## config.mk

```make
export PLATFORM = sky130hd
export DESIGN_NAME = terminal_key_sequence_decoder
export DESIGN_NICKNAME = d
export VERILOG_FILES = /design/src/sv/tksd_pkg.sv /design/src/sv/tksd_fifo.sv /design/src/sv/tksd_front.sv /design/src/sv/tksd_back.sv /design/src/sv/terminal_key_sequence_decoder.sv
export SDC_FILE = /design/constraint.sdc
export NUM_CORES = 1
export LEC_CHECK = 0
export BUFFER_PORTS_ARGS = -buffer_cell sky130_fd_sc_hd__buf_2
export CORE_UTILIZATION = 35
export CTS_CLUSTER_DIAMETER = 120
export CTS_CLUSTER_SIZE = 25
export DETAILED_ROUTE_END_ITERATION = 8
export PLACE_DENSITY = 0.58
export SETUP_SLACK_MARGIN = 0.5
export SYNTH_ARGS = -nofsm -noshare
export SYNTH_HDL_FRONTEND = slang
export SYNTH_SLANG_ARGS = --single-unit
```

## constraint.sdc

```tcl
create_clock -name clk_i -period 4.4 [get_ports clk_i]
set_clock_uncertainty 0.1 [all_clocks]
set_input_delay 0.66 -clock clk_i [delete_from_list [all_inputs] [get_ports clk_i]]
set_output_delay 0.66 -clock clk_i [all_outputs]
set_load 0.005 [all_outputs]
```

## src/sv/tksd_pkg.sv

```systemverilog
// Shared types, key codes and lookup functions for the terminal key sequence decoder.
`timescale 1ns / 1ps

package tksd_pkg;

  // Key codes carried on the key field of a result word.
  localparam logic [4:0] KEY_NONE      = 5'd0;
  localparam logic [4:0] KEY_CHAR      = 5'd1;
  localparam logic [4:0] KEY_ENTER     = 5'd2;
  localparam logic [4:0] KEY_TAB       = 5'd3;
  localparam logic [4:0] KEY_BACKSPACE = 5'd4;
  localparam logic [4:0] KEY_ESCAPE    = 5'd5;
  localparam logic [4:0] KEY_UP        = 5'd6;
  localparam logic [4:0] KEY_DOWN      = 5'd7;
  localparam logic [4:0] KEY_RIGHT     = 5'd8;
  localparam logic [4:0] KEY_LEFT      = 5'd9;
  localparam logic [4:0] KEY_HOME      = 5'd10;
  localparam logic [4:0] KEY_END       = 5'd11;
  localparam logic [4:0] KEY_INSERT    = 5'd12;
  localparam logic [4:0] KEY_DELETE    = 5'd13;
  localparam logic [4:0] KEY_PGUP      = 5'd14;
  localparam logic [4:0] KEY_PGDN      = 5'd15;
  localparam logic [4:0] KEY_F1        = 5'd16;
  localparam logic [4:0] KEY_F2        = 5'd17;
  localparam logic [4:0] KEY_F3        = 5'd18;
  localparam logic [4:0] KEY_F4        = 5'd19;
  localparam logic [4:0] KEY_F5        = 5'd20;
  localparam logic [4:0] KEY_F6        = 5'd21;
  localparam logic [4:0] KEY_F7        = 5'd22;
  localparam logic [4:0] KEY_F8        = 5'd23;
  localparam logic [4:0] KEY_F9        = 5'd24;
  localparam logic [4:0] KEY_F10       = 5'd25;
  localparam logic [4:0] KEY_F11       = 5'd26;
  localparam logic [4:0] KEY_F12       = 5'd27;

  // Bytes with a special meaning.
  localparam logic [7:0] BYTE_ESC       = 8'd27;
  localparam logic [7:0] BYTE_CONT_MASK = 8'hC0;
  localparam logic [7:0] BYTE_CONT_VAL  = 8'h80;
  localparam logic [7:0] BYTE_LEAD2_VAL = 8'hC0;
  localparam logic [7:0] BYTE_LEAD3_VAL = 8'hE0;
  localparam logic [7:0] BYTE_LEAD4_VAL = 8'hF0;
  localparam logic [7:0] BYTE_LEAD2_MSK = 8'hE0;
  localparam logic [7:0] BYTE_LEAD3_MSK = 8'hF0;
  localparam logic [7:0] BYTE_LEAD4_MSK = 8'hF8;
  localparam logic [7:0] CHAR_A_LESS1   = 8'd96;
  localparam logic [7:0] SAT_PARAM      = 8'd255;
  localparam logic [7:0] TILDE_LAST     = 8'd24;

  typedef enum logic [2:0] {
    MODE_IDLE = 3'd0,
    MODE_UTF8 = 3'd1,
    MODE_ESC  = 3'd2,
    MODE_CSI  = 3'd3,
    MODE_SS3  = 3'd4
  } tksd_mode_e;

  typedef struct packed {
    logic       op;
    logic [7:0] data_byte;
  } tksd_in_t;

  typedef struct packed {
    logic [4:0]  key;
    logic [20:0] code_point;
    logic        ctrl_mod;
    logic        alt_mod;
    logic        shift_mod;
  } tksd_out_t;

  // A classified input word, as the front hands it to the parser.
  typedef struct packed {
    logic       timeout;
    logic [7:0] data_byte;
    logic       is_esc;
    logic       is_digit;
    logic       is_semi;
    logic       is_cont;
    logic       is_csi_intro;
    logic       is_ss3_intro;
    logic       csi_z;
    logic       csi_tilde;
    logic [4:0] csi_key;
    logic [4:0] ss3_key;
    logic [1:0] lead_len;
    logic [4:0] lead_cp;
    logic [4:0] idle_key;
    logic [7:0] idle_cp;
    logic       idle_ctrl;
  } tksd_tok_t;

  // Parser status seen by the top level.
  typedef struct packed {
    logic tok_pop;
    logic res_push;
    logic idle;
  } tksd_stat_t;

  function automatic logic [4:0] tilde_key(input logic [4:0] p);
    logic [4:0] k;
    case (p)
      5'd1, 5'd7: k = KEY_HOME;
      5'd2:       k = KEY_INSERT;
      5'd3:       k = KEY_DELETE;
      5'd4, 5'd8: k = KEY_END;
      5'd5:       k = KEY_PGUP;
      5'd6:       k = KEY_PGDN;
      5'd11:      k = KEY_F1;
      5'd12:      k = KEY_F2;
      5'd13:      k = KEY_F3;
      5'd14:      k = KEY_F4;
      5'd15:      k = KEY_F5;
      5'd17:      k = KEY_F6;
      5'd18:      k = KEY_F7;
      5'd19:      k = KEY_F8;
      5'd20:      k = KEY_F9;
      5'd21:      k = KEY_F10;
      5'd23:      k = KEY_F11;
      5'd24:      k = KEY_F12;
      default:    k = KEY_NONE;
    endcase
    return k;
  endfunction

  function automatic logic [4:0] ss3_key(input logic [7:0] b);
    logic [4:0] k;
    case (b)
      "P":     k = KEY_F1;
      "Q":     k = KEY_F2;
      "R":     k = KEY_F3;
      "S":     k = KEY_F4;
      "H":     k = KEY_HOME;
      "F":     k = KEY_END;
      "A":     k = KEY_UP;
      "B":     k = KEY_DOWN;
      "C":     k = KEY_RIGHT;
      "D":     k = KEY_LEFT;
      default: k = KEY_NONE;
    endcase
    return k;
  endfunction

  function automatic logic [4:0] csi_letter_key(input logic [7:0] b);
    logic [4:0] k;
    case (b)
      "A":     k = KEY_UP;
      "B":     k = KEY_DOWN;
      "C":     k = KEY_RIGHT;
      "D":     k = KEY_LEFT;
      "H":     k = KEY_HOME;
      "F":     k = KEY_END;
      default: k = KEY_NONE;
    endcase
    return k;
  endfunction

endpackage

```

## src/sv/tksd_fifo.sv

```systemverilog
// Small register-based queue with simultaneous push and pop.
`timescale 1ns / 1ps

module tksd_fifo #(
  parameter int unsigned Width = 8,
  parameter int unsigned Depth = 2
) (
  input  logic             clk_i,
  input  logic             rst_ni,
  input  logic             push_i,
  input  logic [Width-1:0] data_i,
  output logic             full_o,
  input  logic             pop_i,
  output logic [Width-1:0] data_o,
  output logic             empty_o
);

  localparam int unsigned PtrW = (Depth > 1) ? $clog2(Depth) : 1;
  localparam int unsigned CntW = $clog2(Depth + 1);
  localparam logic [PtrW-1:0] LastPtr = PtrW'(Depth - 1);
  localparam logic [CntW-1:0] FullCnt = CntW'(Depth);

  logic [Width-1:0] mem_q [Depth];
  logic [PtrW-1:0]  wr_ptr_q, wr_ptr_d;
  logic [PtrW-1:0]  rd_ptr_q, rd_ptr_d;
  logic [CntW-1:0]  cnt_q, cnt_d;
  logic             do_push, do_pop;

  assign full_o  = (cnt_q == FullCnt);
  assign empty_o = (cnt_q == '0);
  assign do_push = push_i & ~full_o;
  assign do_pop  = pop_i & ~empty_o;
  assign data_o  = mem_q[rd_ptr_q];

  always_comb begin
    wr_ptr_d = wr_ptr_q;
    rd_ptr_d = rd_ptr_q;
    cnt_d    = cnt_q;
    if (do_push) begin
      wr_ptr_d = (wr_ptr_q == LastPtr) ? '0 : wr_ptr_q + PtrW'(1);
    end
    if (do_pop) begin
      rd_ptr_d = (rd_ptr_q == LastPtr) ? '0 : rd_ptr_q + PtrW'(1);
    end
    if (do_push && !do_pop) begin
      cnt_d = cnt_q + CntW'(1);
    end else if (do_pop && !do_push) begin
      cnt_d = cnt_q - CntW'(1);
    end
  end

  always_ff @(posedge clk_i or negedge rst_ni) begin
    if (!rst_ni) begin
      wr_ptr_q <= '0;
      rd_ptr_q <= '0;
      cnt_q    <= '0;
    end else begin
      wr_ptr_q <= wr_ptr_d;
      rd_ptr_q <= rd_ptr_d;
      cnt_q    <= cnt_d;
    end
  end

  always_ff @(posedge clk_i) begin
    if (do_push) begin
      mem_q[wr_ptr_q] <= data_i;
    end
  end

endmodule

```

## src/sv/tksd_front.sv

```systemverilog
// Front end: accepts input words and classifies each byte for the parser.
`timescale 1ns / 1ps

module tksd_front (
  input  logic                push_i,
  input  tksd_pkg::tksd_in_t  word_i,
  input  logic                tok_full_i,
  output logic                tok_push_o,
  output tksd_pkg::tksd_tok_t tok_o
);

  logic [7:0] b;

  assign b          = word_i.data_byte;
  assign tok_push_o = push_i & ~tok_full_i;

  always_comb begin
    tok_o              = '0;
    tok_o.timeout      = word_i.op;
    tok_o.data_byte    = b;
    tok_o.is_esc       = (b == tksd_pkg::BYTE_ESC);
    tok_o.is_digit     = (b >= "0") && (b <= "9");
    tok_o.is_semi      = (b == ";");
    tok_o.is_cont      = ((b & tksd_pkg::BYTE_CONT_MASK) == tksd_pkg::BYTE_CONT_VAL);
    tok_o.is_csi_intro = (b == "[");
    tok_o.is_ss3_intro = (b == "O");
    tok_o.csi_z        = (b == "Z");
    tok_o.csi_tilde    = (b == "~");
    tok_o.csi_key      = tksd_pkg::csi_letter_key(b);
    tok_o.ss3_key      = tksd_pkg::ss3_key(b);

    // What the byte means when no sequence is open. A UTF-8 lead byte
    // opens a sequence and gives no result of its own.
    tok_o.lead_len  = 2'd0;
    tok_o.lead_cp   = 5'd0;
    tok_o.idle_key  = tksd_pkg::KEY_CHAR;
    tok_o.idle_cp   = 8'd0;
    tok_o.idle_ctrl = 1'b0;
    if (b == 8'd13 || b == 8'd10) begin
      tok_o.idle_key = tksd_pkg::KEY_ENTER;
    end else if (b == 8'd9) begin
      tok_o.idle_key = tksd_pkg::KEY_TAB;
    end else if (b == 8'd127 || b == 8'd8) begin
      tok_o.idle_key = tksd_pkg::KEY_BACKSPACE;
    end else if (b >= 8'd1 && b <= 8'd26) begin
      tok_o.idle_cp   = tksd_pkg::CHAR_A_LESS1 + b;
      tok_o.idle_ctrl = 1'b1;
    end else if (!b[7]) begin
      tok_o.idle_cp = b;
    end else if ((b & tksd_pkg::BYTE_LEAD2_MSK) == tksd_pkg::BYTE_LEAD2_VAL) begin
      tok_o.lead_len = 2'd1;
      tok_o.lead_cp  = b[4:0];
    end else if ((b & tksd_pkg::BYTE_LEAD3_MSK) == tksd_pkg::BYTE_LEAD3_VAL) begin
      tok_o.lead_len = 2'd2;
      tok_o.lead_cp  = {1'b0, b[3:0]};
    end else if ((b & tksd_pkg::BYTE_LEAD4_MSK) == tksd_pkg::BYTE_LEAD4_VAL) begin
      tok_o.lead_len = 2'd3;
      tok_o.lead_cp  = {2'b0, b[2:0]};
    end else begin
      tok_o.idle_cp = b;
    end
  end

endmodule

```

## src/sv/tksd_back.sv

```systemverilog
// Back end: the sequence parser that turns classified words into key results.
`timescale 1ns / 1ps

module tksd_back (
  input  logic                clk_i,
  input  logic                rst_ni,
  input  tksd_pkg::tksd_tok_t tok_i,
  input  logic                tok_empty_i,
  input  logic                res_full_i,
  output tksd_pkg::tksd_out_t res_o,
  output tksd_pkg::tksd_stat_t stat_o
);

  tksd_pkg::tksd_mode_e mode_q, mode_d;
  logic [1:0]  left_q, left_d;
  logic [20:0] cp_q, cp_d;
  logic [7:0]  lead_q, lead_d;
  logic [7:0]  p1_q, p1_d;
  logic [2:0]  p2_q, p2_d;
  logic [1:0]  sep_q, sep_d;

  logic        take;
  logic        emit;
  logic [20:0] cp_next;
  logic [11:0] p1_acc;
  logic [2:0]  mods;

  assign take    = ~tok_empty_i & ~res_full_i;
  assign cp_next = {cp_q[14:0], tok_i.data_byte[5:0]};
  assign p1_acc  = {1'b0, p1_q, 3'b0} + {3'b0, p1_q, 1'b0} + {8'b0, tok_i.data_byte[3:0]};
  // Modifier bits are the second parameter less one, modulo eight.
  assign mods    = p2_q - 3'd1;

  always_comb begin
    mode_d = mode_q;
    left_d = left_q;
    cp_d   = cp_q;
    lead_d = lead_q;
    p1_d   = p1_q;
    p2_d   = p2_q;
    sep_d  = sep_q;
    emit   = 1'b0;
    res_o  = '0;
    if (take) begin
      case (mode_q)
        tksd_pkg::MODE_UTF8: begin
          if (tok_i.timeout || !tok_i.is_cont) begin
            // A broken sequence is reported as its lead byte.
            mode_d           = tksd_pkg::MODE_IDLE;
            emit             = 1'b1;
            res_o.key        = tksd_pkg::KEY_CHAR;
            res_o.code_point = {13'b0, lead_q};
          end else begin
            cp_d   = cp_next;
            left_d = left_q - 2'd1;
            if (left_q == 2'd1) begin
              mode_d           = tksd_pkg::MODE_IDLE;
              emit             = 1'b1;
              res_o.key        = tksd_pkg::KEY_CHAR;
              res_o.code_point = cp_next;
            end
          end
        end
        tksd_pkg::MODE_ESC: begin
          if (tok_i.timeout) begin
            mode_d    = tksd_pkg::MODE_IDLE;
            emit      = 1'b1;
            res_o.key = tksd_pkg::KEY_ESCAPE;
          end else if (tok_i.is_csi_intro) begin
            mode_d = tksd_pkg::MODE_CSI;
            p1_d   = 8'd0;
            p2_d   = 3'd0;
            sep_d  = 2'd0;
          end else if (tok_i.is_ss3_intro) begin
            mode_d = tksd_pkg::MODE_SS3;
          end else begin
            mode_d           = tksd_pkg::MODE_IDLE;
            emit             = 1'b1;
            res_o.key        = tksd_pkg::KEY_CHAR;
            res_o.code_point = {13'b0, tok_i.data_byte};
            res_o.alt_mod    = 1'b1;
          end
        end
        tksd_pkg::MODE_CSI: begin
          if (tok_i.timeout) begin
            mode_d    = tksd_pkg::MODE_IDLE;
            emit      = 1'b1;
            res_o.key = tksd_pkg::KEY_ESCAPE;
          end else if (tok_i.is_digit) begin
            if (sep_q == 2'd0) begin
              p1_d = (p1_acc > {4'b0, tksd_pkg::SAT_PARAM}) ? tksd_pkg::SAT_PARAM
                                                             : p1_acc[7:0];
            end else if (sep_q == 2'd1) begin
              p2_d = {p2_q[1:0], 1'b0} + tok_i.data_byte[2:0];
            end
          end else if (tok_i.is_semi) begin
            if (sep_q != 2'd2) begin
              sep_d = sep_q + 2'd1;
            end
          end else begin
            mode_d = tksd_pkg::MODE_IDLE;
            emit   = 1'b1;
            if (sep_q != 2'd0) begin
              res_o.shift_mod = mods[0];
              res_o.alt_mod   = mods[1];
              res_o.ctrl_mod  = mods[2];
            end
            if (tok_i.csi_z) begin
              res_o.key       = tksd_pkg::KEY_TAB;
              res_o.shift_mod = 1'b1;
            end else if (tok_i.csi_tilde) begin
              res_o.key = (p1_q <= tksd_pkg::TILDE_LAST) ? tksd_pkg::tilde_key(p1_q[4:0])
                                                          : tksd_pkg::KEY_NONE;
            end else begin
              res_o.key = tok_i.csi_key;
            end
          end
        end
        tksd_pkg::MODE_SS3: begin
          mode_d    = tksd_pkg::MODE_IDLE;
          emit      = 1'b1;
          res_o.key = tok_i.timeout ? tksd_pkg::KEY_ESCAPE : tok_i.ss3_key;
        end
        default: begin
          mode_d = tksd_pkg::MODE_IDLE;
          if (!tok_i.timeout) begin
            if (tok_i.is_esc) begin
              mode_d = tksd_pkg::MODE_ESC;
            end else if (tok_i.lead_len != 2'd0) begin
              mode_d = tksd_pkg::MODE_UTF8;
              left_d = tok_i.lead_len;
              cp_d   = {16'b0, tok_i.lead_cp};
              lead_d = tok_i.data_byte;
            end else begin
              emit             = 1'b1;
              res_o.key        = tok_i.idle_key;
              res_o.code_point = {13'b0, tok_i.idle_cp};
              res_o.ctrl_mod   = tok_i.idle_ctrl;
            end
          end
        end
      endcase
    end
    stat_o.tok_pop  = take;
    stat_o.res_push = emit;
    stat_o.idle     = (mode_q != tksd_pkg::MODE_UTF8) && (mode_q != tksd_pkg::MODE_ESC) &&
                      (mode_q != tksd_pkg::MODE_CSI) && (mode_q != tksd_pkg::MODE_SS3);
  end

  always_ff @(posedge clk_i or negedge rst_ni) begin
    if (!rst_ni) begin
      mode_q <= tksd_pkg::MODE_IDLE;
      left_q <= 2'd0;
      cp_q   <= 21'd0;
      lead_q <= 8'd0;
      p1_q   <= 8'd0;
      p2_q   <= 3'd0;
      sep_q  <= 2'd0;
    end else begin
      mode_q <= mode_d;
      left_q <= left_d;
      cp_q   <= cp_d;
      lead_q <= lead_d;
      p1_q   <= p1_d;
      p2_q   <= p2_d;
      sep_q  <= sep_d;
    end
  end

endmodule

```

## src/sv/terminal_key_sequence_decoder.sv

```systemverilog
// Top level of the terminal key sequence decoder: front, word queue, parser, result queue.
// Accepted words are registered in the word queue and results in the result queue.
// Throughput: one input word per cycle while neither queue is full.
// Words that end a sequence give one result; others give none.
// Reset (rst_ni low, asynchronous) empties both queues and returns the parser to idle.
`timescale 1ns / 1ps

module terminal_key_sequence_decoder #(
  parameter int unsigned TokDepth = 2,
  parameter int unsigned ResDepth = 2
) (
  input  logic                clk_i,
  input  logic                rst_ni,
  input  logic                push,
  input  tksd_pkg::tksd_in_t  in_word_i,
  output logic                full,
  output logic                empty,
  input  logic                pop,
  output tksd_pkg::tksd_out_t out_word_o
);

  localparam int unsigned TokW = $bits(tksd_pkg::tksd_tok_t);
  localparam int unsigned ResW = $bits(tksd_pkg::tksd_out_t);

  tksd_pkg::tksd_tok_t  tok_in, tok_out;
  tksd_pkg::tksd_out_t  res_in;
  tksd_pkg::tksd_stat_t stat;
  logic                 tok_push, tok_full, tok_empty, res_full;

  tksd_front u_front (
    .push_i     (push),
    .word_i     (in_word_i),
    .tok_full_i (tok_full),
    .tok_push_o (tok_push),
    .tok_o      (tok_in)
  );

  tksd_fifo #(
    .Width (TokW),
    .Depth (TokDepth)
  ) u_tok_fifo (
    .clk_i   (clk_i),
    .rst_ni  (rst_ni),
    .push_i  (tok_push),
    .data_i  (tok_in),
    .full_o  (tok_full),
    .pop_i   (stat.tok_pop),
    .data_o  (tok_out),
    .empty_o (tok_empty)
  );

  tksd_back u_back (
    .clk_i       (clk_i),
    .rst_ni      (rst_ni),
    .tok_i       (tok_out),
    .tok_empty_i (tok_empty),
    .res_full_i  (res_full),
    .res_o       (res_in),
    .stat_o      (stat)
  );

  tksd_fifo #(
    .Width (ResW),
    .Depth (ResDepth)
  ) u_res_fifo (
    .clk_i   (clk_i),
    .rst_ni  (rst_ni),
    .push_i  (stat.res_push),
    .data_i  (res_in),
    .full_o  (res_full),
    .pop_i   (pop),
    .data_o  (out_word_o),
    .empty_o (empty)
  );

  assign full = tok_full;

`ifndef SYNTHESIS
  // A result is only produced while a word is consumed.
  a_push_needs_pop: assert property (@(posedge clk_i) disable iff (!rst_ni)
    stat.res_push |-> stat.tok_pop)
    else $error("result pushed without consuming a word");

  // The parser never consumes a word while the result queue is full.
  a_no_pop_when_full: assert property (@(posedge clk_i) disable iff (!rst_ni)
    res_full |-> !stat.tok_pop)
    else $error("word consumed while result queue full");

  // A timeout with no open sequence gives nothing.
  a_idle_timeout_silent: assert property (@(posedge clk_i) disable iff (!rst_ni)
    (stat.idle && stat.tok_pop && tok_out.timeout) |-> !stat.res_push)
    else $error("idle timeout produced a result");

  // Non-character keys never carry a code point.
  a_cp_only_for_char: assert property (@(posedge clk_i) disable iff (!rst_ni)
    (stat.res_push && res_in.key != tksd_pkg::KEY_CHAR) |-> (res_in.code_point == '0))
    else $error("code point on a non-character key");
`endif

endmodule

```

==> flow_summary.toml <==
[drt]
dr.pass1.iters = 5
drc_errors = 0
wire_per_inst_um = 17.5
wl_um = 21100
detail-route-antenna-nets = 0
vias = 6176
vias_per_cell = 5.13
drtIter0Drc = 509

[final_layout]
seq_area_um2 = 5670
area_growth_pct = 12.6
final_util_pct = 40.4
final_nets = 866
diodes = 0
fill_cells = 2582
multi_input_area_um2 = 3750
layout-drive-gt1-share_pct = 20.0
final_area_um2 = 10900

[timing]
period_needed_ns = 3.20
setup_viol = 0
setup_tns_ns = 0
relSlewSlack_pct = 28.0
fin_ws_ns = 1.20
worstMarginPinSlew_ns = 1.08
fin_crit_sh_pct = 72.7
rsz0062_at_grt = "no"
hold_viol_final = 0
maxSlewViolCount = 0
fmax_ghz = 0.313

[synth]
synth_top_area_cell = "edfxtp_1"
netlist_instances = 783
synth_area_um2 = 9710
async_flop_share_pct = 24.9
synth_edf_count = 148
syn_area_per_cell_um2 = 12.4
ys_top_cells_by_area = "edfxtp_1 46%, dfrtp_1 13%, mux2_2 6.5%"
synth.most_common_cell = "edfxtp_1"
synth_seq_cells = 197
ys_top_cells_by_count = "148 x edfxtp_1, 58 x nor2_1, 56 x mux2_2, 53 x nand2_1, 49 x dfrtp_1"
ys.flop_type = "edfxtp_1"
syn_nets = 830
synth_warnings = 0
yosysSeqAreaShare_pct = 58.4
yosysUniqueCellTypes = 79
synth_top_area_share_pct = 45.8

[run]
drv_cap = 0

[global_route]
antenna_found_initial = 0
grt-ovfl-total = 0
grt_first_pass_wirelength_um = 33200
grt_max_degree = 58
grt_pass1_vias = 5881
grt.total_usage_pct = 15.3

[worst_setup_path]
worstPathMaxFanout = 8
cp.arrival_ns = 3.44
r2r_end = "u_back.p1_q[0]"
reg2reg_slack_ns = 1.20
rr_startpoint = "u_tok_fifo.rd_ptr_q"
reg2regPathDepth = 8
critPathKind = "flop to flop"
cp-end-kind = "flop"
critPathRequiredTime_ns = 4.64
worstSetupStartpointType = "flop"

[min_path]
hp-class = "primary input to async pin"

[die]
core_area_um2 = 27100
num_rows = 60
chipHeight_um = 169
start_util_pct = 35.8
fp.dieArea_um2 = 28400
die_x_um = 169
pin_count = 44

[status]
status = "completed"

[clocking]
clk_path_buf_depth = 2
clk_pin_slew_ns = 0.08
numClockSinks = 197
cts_hold_buf = 0
cts_root_buf = "clkbuf_16"
cts_tree = "yes"
htreeDepth = 4
clk_latency_ns = 0.45
post_cts.repair.setup_buffers = 0
post_cts_resized = 0
cts_buffers = 17

[place]
pre_cts_slack_ns = 1.20
io_buffers = 43
post-dp-hpwl_um = 14200
dpl_cell_area_um2 = 10300
gp_congestion = 0.841

[power_and_ir_drop]
power_w = 0.00755
p_leak_nw = 4.16
ir_drop_mv = 0.409
powerDensity_nw_per_um2 = 690
flip-flops by register name, indices dropped and copies added, names as in the netlist, 3 cells and up:
signal / flops
u_res_fifo.mem_q: 58
u_back.lead_q: 8
u_back.p1_q: 8
u_tok_fifo.mem_q: 90
u_back.cp_q: 15
u_back.p2_q: 3
u_back.mode_q: 3
per-layer routing:
layer | global-route usage (%) | routed length, um
met1 | 22.8 | 11000
met2 | 22.5 | 9240
met3 | 2.74 | 614
met4 | 4.55 | 259
met5 | 0 | 0
layout by cell type (no fill, tap or decap), types with 5 or more instances in the layout:
cell type,instances
edfxtp_1,148
o21ai_1,19
nand2b_1,7
o21a_1,6
a222oi_1,6
a22oi_1,5
mux2_2,56
nor3_1,19
nor2b_1,11
nand2_1,53
nand3b_1,6
xnor2_1,11
xor2_1,6
a31oi_1,13
a21o_1,11
a21oi_1,32
inv_1,29
o21ai_0,23
dfrtp_1,48
a211oi_1,7
and2_1,19
nor2_1,56
clkbuf_16,17
buf_4,12
nand3_1,5
and3_1,6
nor4_1,7
mux2i_1,15
ha_1,32
buf_2,43
per-stage QoR:
stage	instances	hold WS (ns)
detailed placement	1172	0.364
floorplan	783	0.264
CTS	1204	0.242
global route	1204	0.268
global placement	1172	0.361
finish	1204	0.225
cells by family after synthesis:
kind of cell	share of synthesized area, %
AND/OR/NAND/NOR	12.1
flip-flops	58.4
AO/OA/AOI/OAI	11.4
multiplexers	8.66
buffers and inverters	3.17
adder cells (fa/ha/maj)	4.53
XOR/XNOR	1.70
worst max path at each step:
stage,startpoint,to,cells after the start
floorplan,u_tok_fifo.rd_ptr_q,u_res_fifo.mem_q[0][0],7
global placement,u_tok_fifo.rd_ptr_q,u_back.p1_q[3],8
detailed placement,u_tok_fifo.rd_ptr_q,u_res_fifo.mem_q[1][9],8
CTS,u_tok_fifo.rd_ptr_q,u_res_fifo.mem_q[1][28],8
global route,u_tok_fifo.rd_ptr_q,u_res_fifo.mem_q[1][28],8
finish,u_tok_fifo.rd_ptr_q,u_back.p1_q[0],8
cell type report:
type,instances,area share [%]
Inverter,31,1.06
Tap cell,372,4.26
Sequential cell,197,51.9
Clock buffer,17,3.89
Multi-Input combinational cell,517,34.3
Clock inverter,15,1.85
Timing Repair Buffer,55,2.79
worst max-delay path: stages (launching register included):
cell      delay, ns
dfrtp_2        0.45
mux2_2         0.42
fa_1           0.54
ha_1           0.31
a211oi_1       0.33
nor2_1         0.13
o21ai_1        0.47
a31oi_1        0.16
a21o_1         0.18
where the power goes:
| part | switching (W) | internal, W | leakage [nW] |
|---|---|---|---|
| combinational | 0.00167 | 0.00116 | 1.82 |
| sequential | 0.000341 | 0.00273 | 2.03 |
| clock | 0.000776 | 0.000876 | 0.303 |
| total | 0.00279 | 0.00476 | 4.16 |
(Power assumes the default switching activity.)
